### config.mk
export PLATFORM = sky130hd
export DESIGN_NAME = mips_r_type_execute_top
export DESIGN_NICKNAME = d
export VERILOG_FILES = /design/src/rtl/mre_pkg.sv /design/src/rtl/mre_ctrl.sv /design/src/rtl/mre_dp.sv /design/src/rtl/mips_r_type_execute_top.sv
export SDC_FILE = /design/constraint.sdc
export NUM_CORES = 2
export LEC_CHECK = 0
export ABC_AREA = 0
export BUFFER_PORTS_ARGS = -buffer_cell sky130_fd_sc_hd__buf_2
export CAP_MARGIN = 15
export CORE_ASPECT_RATIO = 0.7
export CORE_MARGIN = 8
export CORE_UTILIZATION = 28
export DETAILED_ROUTE_END_ITERATION = 12
export SYNTH_ARGS = -nofsm -noshare
export SYNTH_HDL_FRONTEND = slang
export SYNTH_SLANG_ARGS = --single-unit
### constraint.sdc
create_clock -name clk -period 26.5 [get_ports clk]
set_input_delay 1.325 -clock clk [delete_from_list [all_inputs] [get_ports clk]]
set_output_delay 1.325 -clock clk [all_outputs]
set_load 0.1 [all_outputs]
### src/rtl/mre_pkg.sv
// Package: opcodes, controller states and control structs for the R-type execute block
package mre_pkg;

  localparam int unsigned WordW = 32;
  localparam int unsigned RegW  = 5;
  localparam int unsigned CntW  = 6;
  localparam logic [CntW-1:0] DivSteps = CntW'(WordW);

  typedef enum logic [4:0] {
    OP_NOR   = 5'd0,
    OP_AND   = 5'd1,
    OP_ADD   = 5'd2,
    OP_ADDU  = 5'd3,
    OP_SUB   = 5'd4,
    OP_SUBU  = 5'd5,
    OP_SLT   = 5'd6,
    OP_SLTU  = 5'd7,
    OP_DIV   = 5'd8,
    OP_DIVU  = 5'd9,
    OP_OR    = 5'd10,
    OP_MULT  = 5'd11,
    OP_MULTU = 5'd12,
    OP_XOR   = 5'd13,
    OP_SLLV  = 5'd14,
    OP_SRLV  = 5'd15,
    OP_MFHI  = 5'd16,
    OP_MFLO  = 5'd17,
    OP_MTHI  = 5'd18,
    OP_MTLO  = 5'd19,
    OP_SLL   = 5'd20,
    OP_SRAV  = 5'd21
  } opcode_t;

  typedef enum logic [2:0] {
    ST_IDLE,
    ST_DISP,
    ST_MUL,
    ST_DIV,
    ST_DIVFIX,
    ST_OUT
  } state_t;

  // controller to datapath
  typedef struct packed {
    logic load;      // capture operands, compute combinational result
    logic mul_done;  // commit the registered product
    logic div_init;  // set up divider
    logic div_step;  // one restoring step
    logic div_fix;   // sign fix and commit quotient/remainder
  } dp_cmd_t;

  // datapath to controller
  typedef struct packed {
    logic is_mul;
    logic is_div;
    logic div_zero;
  } dp_status_t;

endpackage

### src/rtl/mre_ctrl.sv
// Controller FSM: sequences multiply, divide and the output handshake
module mre_ctrl import mre_pkg::*; (
  input  logic       clk,
  input  logic       rst_n,
  input  logic       in_valid,
  output logic       in_stall,
  output logic       out_valid,
  input  logic       out_stall,
  input  dp_status_t status,
  output dp_cmd_t    cmd
);

  state_t          state_r, state_nxt;
  logic [CntW-1:0] cnt_r, cnt_nxt;

  // hold state and step count
  always_ff @(posedge clk) begin
    if (!rst_n) begin
      state_r <= ST_IDLE;
      cnt_r   <= '0;
    end else begin
      state_r <= state_nxt;
      cnt_r   <= cnt_nxt;
    end
  end

  // next state and commands
  always_comb begin
    state_nxt = state_r;
    cnt_nxt   = cnt_r;
    cmd       = '0;
    in_stall  = 1'b1;
    out_valid = 1'b0;
    case (state_r)
      ST_IDLE: begin
        in_stall = 1'b0;
        if (in_valid) begin
          cmd.load = 1'b1;
          state_nxt = ST_DISP;
        end
      end
      // route the captured transaction to multiply, divide or straight out
      ST_DISP: begin
        if (status.is_mul) begin
          state_nxt = ST_MUL;
        end else if (status.is_div && !status.div_zero) begin
          cmd.div_init = 1'b1;
          cnt_nxt = '0;
          state_nxt = ST_DIV;
        end else begin
          state_nxt = ST_OUT;
        end
      end
      ST_MUL: begin
        cmd.mul_done = 1'b1;
        state_nxt = ST_OUT;
      end
      ST_DIV: begin
        cmd.div_step = 1'b1;
        cnt_nxt = cnt_r + 1'b1;
        if (cnt_r == DivSteps - 1'b1) state_nxt = ST_DIVFIX;
      end
      ST_DIVFIX: begin
        cmd.div_fix = 1'b1;
        state_nxt = ST_OUT;
      end
      ST_OUT: begin
        out_valid = 1'b1;
        if (!out_stall) state_nxt = ST_IDLE;
      end
      default: state_nxt = ST_IDLE;
    endcase
  end

endmodule

### src/rtl/mre_dp.sv
// Datapath: ALU, shifter, registered multiplier, restoring divider, HI/LO
module mre_dp import mre_pkg::*; (
  input  logic             clk,
  input  logic             rst_n,
  input  dp_cmd_t          cmd,
  output dp_status_t       status,
  input  logic [4:0]       in_opcode,
  input  logic [WordW-1:0] in_operand_a,
  input  logic [WordW-1:0] in_operand_b,
  input  logic [RegW-1:0]  in_dest_index,
  input  logic [RegW-1:0]  in_shift_amount,
  output logic             out_write_enable,
  output logic [RegW-1:0]  out_dest_out,
  output logic [WordW-1:0] out_write_value,
  output logic             out_overflow,
  output logic             out_divide_by_zero
);

  logic [WordW-1:0]   hi_r, hi_nxt, lo_r, lo_nxt;
  logic [4:0]         op_r;
  logic [WordW-1:0]   a_r, b_r;
  logic [2*WordW-1:0] prod_r;
  logic [WordW-1:0]   rem_r, quo_r;
  logic               we_r, ovf_r, dz_r;
  logic [RegW-1:0]    dest_r;
  logic [WordW-1:0]   val_r;

  logic [WordW-1:0] val_c, sum_c, diff_c;
  logic             we_c, ovf_c, dz_c;
  logic [WordW:0]   trial_c;
  logic [WordW-1:0] rem_sh_c;
  logic             a_neg, b_neg;
  logic [WordW-1:0] mag_a, mag_b;
  logic signed [WordW:0]     ma_s, mb_s;
  logic signed [2*WordW+1:0] prod_full;

  assign sum_c  = in_operand_a + in_operand_b;
  assign diff_c = in_operand_a - in_operand_b;

  // combinational result
  always_comb begin
    val_c = '0;
    we_c  = 1'b0;
    ovf_c = 1'b0;
    dz_c  = 1'b0;
    case (in_opcode)
      OP_NOR:  begin val_c = ~(in_operand_a | in_operand_b); we_c = 1'b1; end
      OP_AND:  begin val_c = in_operand_a & in_operand_b; we_c = 1'b1; end
      OP_OR:   begin val_c = in_operand_a | in_operand_b; we_c = 1'b1; end
      OP_XOR:  begin val_c = in_operand_a ^ in_operand_b; we_c = 1'b1; end
      OP_ADD: begin
        if (~(in_operand_a[31] ^ in_operand_b[31]) & (in_operand_a[31] ^ sum_c[31]))
          ovf_c = 1'b1;
        else begin
          val_c = sum_c; we_c = 1'b1;
        end
      end
      OP_ADDU: begin val_c = sum_c; we_c = 1'b1; end
      OP_SUB: begin
        if ((in_operand_a[31] ^ in_operand_b[31]) & (in_operand_a[31] ^ diff_c[31]))
          ovf_c = 1'b1;
        else begin
          val_c = diff_c; we_c = 1'b1;
        end
      end
      OP_SUBU: begin val_c = diff_c; we_c = 1'b1; end
      OP_SLT: begin
        val_c = {31'd0, $signed(in_operand_a) < $signed(in_operand_b)}; we_c = 1'b1;
      end
      OP_SLTU: begin val_c = {31'd0, in_operand_a < in_operand_b}; we_c = 1'b1; end
      OP_SLLV: begin val_c = in_operand_b << in_operand_a[4:0]; we_c = 1'b1; end
      OP_SRLV: begin val_c = in_operand_b >> in_operand_a[4:0]; we_c = 1'b1; end
      OP_SRAV: begin
        val_c = WordW'($signed(in_operand_b) >>> in_operand_a[4:0]); we_c = 1'b1;
      end
      OP_SLL:  begin val_c = in_operand_b << in_shift_amount; we_c = 1'b1; end
      OP_MFHI: begin val_c = hi_r; we_c = 1'b1; end
      OP_MFLO: begin val_c = lo_r; we_c = 1'b1; end
      OP_DIV, OP_DIVU: dz_c = (in_operand_b == '0);
      default: ;
    endcase
  end

  assign status.is_mul   = (op_r == OP_MULT) || (op_r == OP_MULTU);
  assign status.is_div   = (op_r == OP_DIV) || (op_r == OP_DIVU);
  assign status.div_zero = dz_r;

  // operand magnitudes for division
  assign a_neg = (op_r == OP_DIV) && a_r[31];
  assign b_neg = (op_r == OP_DIV) && b_r[31];
  assign mag_a = a_neg ? (~a_r + 1'b1) : a_r;
  assign mag_b = b_neg ? (~b_r + 1'b1) : b_r;

  // restoring step
  assign rem_sh_c = {rem_r[WordW-2:0], quo_r[WordW-1]};
  assign trial_c  = {rem_r[WordW-1], rem_sh_c} - {1'b0, mag_b};

  // sign-aware 33x33 product
  assign ma_s = (op_r == OP_MULT) ? $signed({a_r[31], a_r}) : $signed({1'b0, a_r});
  assign mb_s = (op_r == OP_MULT) ? $signed({b_r[31], b_r}) : $signed({1'b0, b_r});
  assign prod_full = ma_s * mb_s;

  // HI/LO updates
  always_comb begin
    hi_nxt = hi_r;
    lo_nxt = lo_r;
    if (cmd.load && in_opcode == OP_MTHI) hi_nxt = in_operand_a;
    if (cmd.load && in_opcode == OP_MTLO) lo_nxt = in_operand_a;
    if (cmd.mul_done) begin
      hi_nxt = prod_r[2*WordW-1:WordW];
      lo_nxt = prod_r[WordW-1:0];
    end
    if (cmd.div_fix) begin
      lo_nxt = (a_neg ^ b_neg) ? (~quo_r + 1'b1) : quo_r;
      hi_nxt = a_neg ? (~rem_r + 1'b1) : rem_r;
    end
  end

  always_ff @(posedge clk) begin
    if (!rst_n) begin
      hi_r <= '0;
      lo_r <= '0;
    end else begin
      hi_r <= hi_nxt;
      lo_r <= lo_nxt;
    end
  end

  // capture transaction, run multiplier and divider
  always_ff @(posedge clk) begin
    if (cmd.load) begin
      op_r   <= in_opcode;
      a_r    <= in_operand_a;
      b_r    <= in_operand_b;
      dest_r <= in_dest_index;
      val_r  <= val_c;
      we_r   <= we_c;
      ovf_r  <= ovf_c;
      dz_r   <= dz_c;
    end
    prod_r <= prod_full[2*WordW-1:0];
    if (cmd.div_init) begin
      rem_r <= '0;
      quo_r <= mag_a;
    end else if (cmd.div_step) begin
      if (!trial_c[WordW]) begin
        rem_r <= trial_c[WordW-1:0];
        quo_r <= {quo_r[WordW-2:0], 1'b1};
      end else begin
        rem_r <= rem_sh_c;
        quo_r <= {quo_r[WordW-2:0], 1'b0};
      end
    end
  end

  assign out_write_enable   = we_r;
  assign out_dest_out       = dest_r;
  assign out_write_value    = val_r;
  assign out_overflow       = ovf_r;
  assign out_divide_by_zero = dz_r;

endmodule

### src/rtl/mips_r_type_execute_top.sv
// Channel   | Ports                                         | Direction
// input     | in_valid, in_stall, in_opcode.. shift_amount  | in
// result    | out_valid, out_stall, out_write_enable..      | out
// Logic, add, shift and move operations: the result is valid in the output state, reached
// through dispatch, then back to idle; MULT/MULTU add the HI/LO commit state before output.
// DIV/DIVU: 32 restoring steps plus sign fix before the result, run by the
// one-bit-per-cycle divider loop; a zero divisor skips the loop and goes straight to output.
// Reset (rst_n low, synchronous) clears the controller and HI/LO to zero.
// out_stall holds the result register; no input is taken until it is delivered.
module mips_r_type_execute_top import mre_pkg::*; (
  input  logic             clk,
  input  logic             rst_n,
  input  logic             in_valid,
  output logic             in_stall,
  input  logic [4:0]       in_opcode,
  input  logic [WordW-1:0] in_operand_a,
  input  logic [WordW-1:0] in_operand_b,
  input  logic [RegW-1:0]  in_dest_index,
  input  logic [RegW-1:0]  in_shift_amount,
  output logic             out_valid,
  input  logic             out_stall,
  output logic             out_write_enable,
  output logic [RegW-1:0]  out_dest_out,
  output logic [WordW-1:0] out_write_value,
  output logic             out_overflow,
  output logic             out_divide_by_zero
);

  dp_cmd_t    cmd;
  dp_status_t status;

  mre_ctrl u_ctrl (
    .clk, .rst_n, .in_valid, .in_stall, .out_valid, .out_stall,
    .status, .cmd
  );

  mre_dp u_dp (
    .clk, .rst_n, .cmd, .status,
    .in_opcode, .in_operand_a, .in_operand_b, .in_dest_index, .in_shift_amount,
    .out_write_enable, .out_dest_out, .out_write_value, .out_overflow,
    .out_divide_by_zero
  );

endmodule

==> results.md <==
- CP max stage delay: 1170 ps
- Post-Syn Area: 62400 um2
- Final nets: 8563
- RSZ-0062 raised after global routing: false
- Max-slew violations: 0
- Max-slew headroom: 8.07%
- Fin crit period: 10970 ps
- Crit. End Element: register
- Synth unique cells: 95
- Flops & latches, synth: 310
- GPL Wtd Cong: 1.03
- Buffers on Ports: 124
- WP data required: 27080 ps
- Initial Utilization: 28.1%
- Synth-to-layout area growth: 7.61%
- Number of synthesized flops with an enable pin: 141
- Net count after synthesis: 8719
- Vias in the first global route: 52378
- CTS buffer count: 31
- Most frequent CP cell: fa_1
- Asr flop ratio synth: 0%
- Largest net degree at the start of global routing: 79
- Clk Tree Root Cell: clkbuf_16
- Arr. time, crit path: 11540 ps
- Final ANT Viol Nets: 0
- Initial antenna violation count: 20
- Max layer used: met5
- Top Ports: 125
- CTS tree: done
- Core ar.: 222000 um2
- Tot GR Track Use: 19.0%
- Total gr overflow: 0
- Setup bufs post-CTS: 0
- Critical path class: register to register
- Top_reg_cell synth: dfxtp_1
- Clk sinks: 310
- Chip Width: 580 um
- Share of post-route cells with drive strength above 1: 5.92%
- Die height: 411 um
- Total negative slack: 0 ps
- Cells after Synth: 7163
- H-tree depth: 1
- Met1 wire length: 107 mm
- Family with the most delay on the worst path: adder cells
- DR DRC count: 0
- Pre-CTS WS: 15820 ps
- Post-synthesis sequential area ratio: 12.2%
- First-pass GRT wire length: 347 mm
- Syn Area/Cell: 8.71 um2
- CP Launch Type: register
- HP Class: register to register
- Metal2 WL: 92.2 mm
- Via/cell ratio: 5.25
- Synth top area cells: fa_1 36%, inv_1 7.5%, ha_1 6.9%, edfxtp_1 6.8%, nand2_1 5.8%
- Fmax: 91.2 MHz
- CTS clk-pin slew, worst paths: 70 ps
- Hold Fails Final Rpt: 0
- Final HPWL DP: 185 mm
- Clock latency at the later pin of the worst-skew pair: 650 ps
- Tcrit/Tclk final: 41.4%
- WL/cell: 23.3 um
- Maxcap violations: 0
- Clock Path Buffers: 3
- Final setup vio count: 0
- Worst-margin pin slew: 1370 ps
- Drt total wl: 232 mm
- Initial DRT Pass Iterations: 6
- Final setup margin: 15530 ps
- Crit path buffers/inverters: 6
- Row count: 145
- Post-cts resize count: 0
- Routed wl met3: 27.9 mm
- Slowest cell on the critical path: fa_1
- Dominant cell type by area after synthesis: fa_1
- CP Max Fanout: 22
- Layout Skew: 22.2 ps
- 1st-iter DRT viols: 6001
- Die Area: 238000 um2
- Status: completed
- CTS hold repair buffers: 0
- Via count: 52431
- Synth warn: 0
- Post-synth top area share: 36.2%
## final cells by class
class,instances,area (um2)
fill,23512,155000
multi-input combinational,5149,48400
sequential,310,7620
inverter,1243,4670
tap,2940,3680
timing repair buffer,272,1740
clock buffer,48,945
clock inverter,10,76.3
antenna,11,27.5
## sequential cells by signal, indices dropped and copies added, names as in the netlist
signal	count
u_dp.prod_r	64
u_dp.a_r	32
u_dp.b_r	32
u_dp.hi_r	32
u_dp.lo_r	32
u_dp.out_write_value	32
u_dp.quo_r	32
u_dp.rem_r	32
u_ctrl.cnt_r	6
u_dp.op_r	5
u_dp.out_dest_out	5
u_ctrl.state_r	3
u_dp.out_divide_by_zero	1
u_dp.out_overflow	1
u_dp.out_write_enable	1
## synth_stat cells, types with 40 or more instances
library cell and number:
inv_1 1239, fa_1 1128, nand2_1 968, and2_1 382, clkbuf_1 381, ha_1 345, a21oi_1 337, nor2_1 336
o21ai_0 226, dfxtp_1 169, a211oi_1 167, edfxtp_1 141, xnor2_1 136, xor2_1 96, nor2b_1 95, mux2i_1 77
a21o_1 69, nand3_1 68, nor3_1 60, a22oi_1 49, and3_1 48, buf_1 45, o211ai_1 40
## through the flow
| stage | area (um2) | util [%] | hold WS (ps) | instances |
|---|---|---|---|---|
| 2_1_floorplan | 62400 | - | 458 | 7163 |
| 3_3_place_gp | 66100 | 29.7 | 470 | 9913 |
| 3_5_place_dp | 66100 | 29.7 | 496 | 9913 |
| 4_1_cts | 67100 | 30.2 | 506 | 9971 |
| 5_1_grt | 67100 | 30.2 | 529 | 9972 |
| 6_report | 67200 | 30.2 | 502 | 9983 |
## worst register-to-register path, delay by kind of cell, from the launching register on
family	cells	cell delay [ps]
adders and majority gates	9	5410
buffers and inverters	6	1350
DFF	1	350
AOI/OAI and AO/OA	6	1510
xor gates and xnor gates	1	160
and+or+nand+nor	8	2100
## logic make-up after synthesis
kind of cell	after synthesis	share of synthesized area [%]
AO/OA/AOI/OAI	1220	12.9
AND/OR/NAND/NOR	2112	15.8
adder cells (fa/ha/maj)	1473	43.1
buffers and inverters	1704	10.4
XOR/XNOR	233	3.28
multiplexers	111	2.30
flip-flops	310	12.2
## worst paths after layout
kind,from,endpoint,slack (ps),depth (start not counted)
worst min-delay path,u_ctrl.cnt_r[1]$_SDFFE_PN0P_,u_ctrl.cnt_r[1]$_SDFFE_PN0P_,500,2
worst max-delay path,u_dp.op_r[4]$_DFFE_PP_,u_dp.prod_r[62]$_DFF_P_,15530,30
worst max register to register,u_dp.op_r[4]$_DFFE_PP_,u_dp.prod_r[62]$_DFF_P_,15530,30
worst min register to register,u_ctrl.cnt_r[1]$_SDFFE_PN0P_,u_ctrl.cnt_r[1]$_SDFFE_PN0P_,500,2
## metal layers
layer / up-vias / global-route usage, %
met1: 26885 / 29.2
li1: 22485 / -
met2: 2772 / 26.6
met3: 285 / 4.98
met4: 4 / 3.62
met5: - / 0.281
## layout by cell type (no fill, tap or decap), types with 17 or more instances in the layout
master / count
inv_1: 1239
fa_1: 1128
nand2_1: 967
and2_1: 382
ha_1: 345
a21oi_1: 337
nor2_1: 332
o21ai_0: 226
dfxtp_1: 169
a211oi_1: 165
buf_4: 147
edfxtp_1: 141
xnor2_1: 135
buf_2: 124
xor2_1: 96
nor2b_1: 94
mux2i_1: 75
a21o_1: 69
nand3_1: 68
nor3_1: 57
a22oi_1: 49
and3_1: 47
o211ai_1: 40
o21bai_1: 38
a31oi_1: 38
clkbuf_16: 35
o31ai_1: 32
nand2b_1: 30
nor4_1: 27
mux4_2: 24
nand4_1: 22
a221oi_1: 20
o2111ai_1: 20
or2_2: 19
o221ai_1: 19
or3_1: 18
o22ai_1: 17
Power is left out: the tool's default activity adds up to more than one toggle a clock period on the data nets, which glitch-free logic cannot reach.
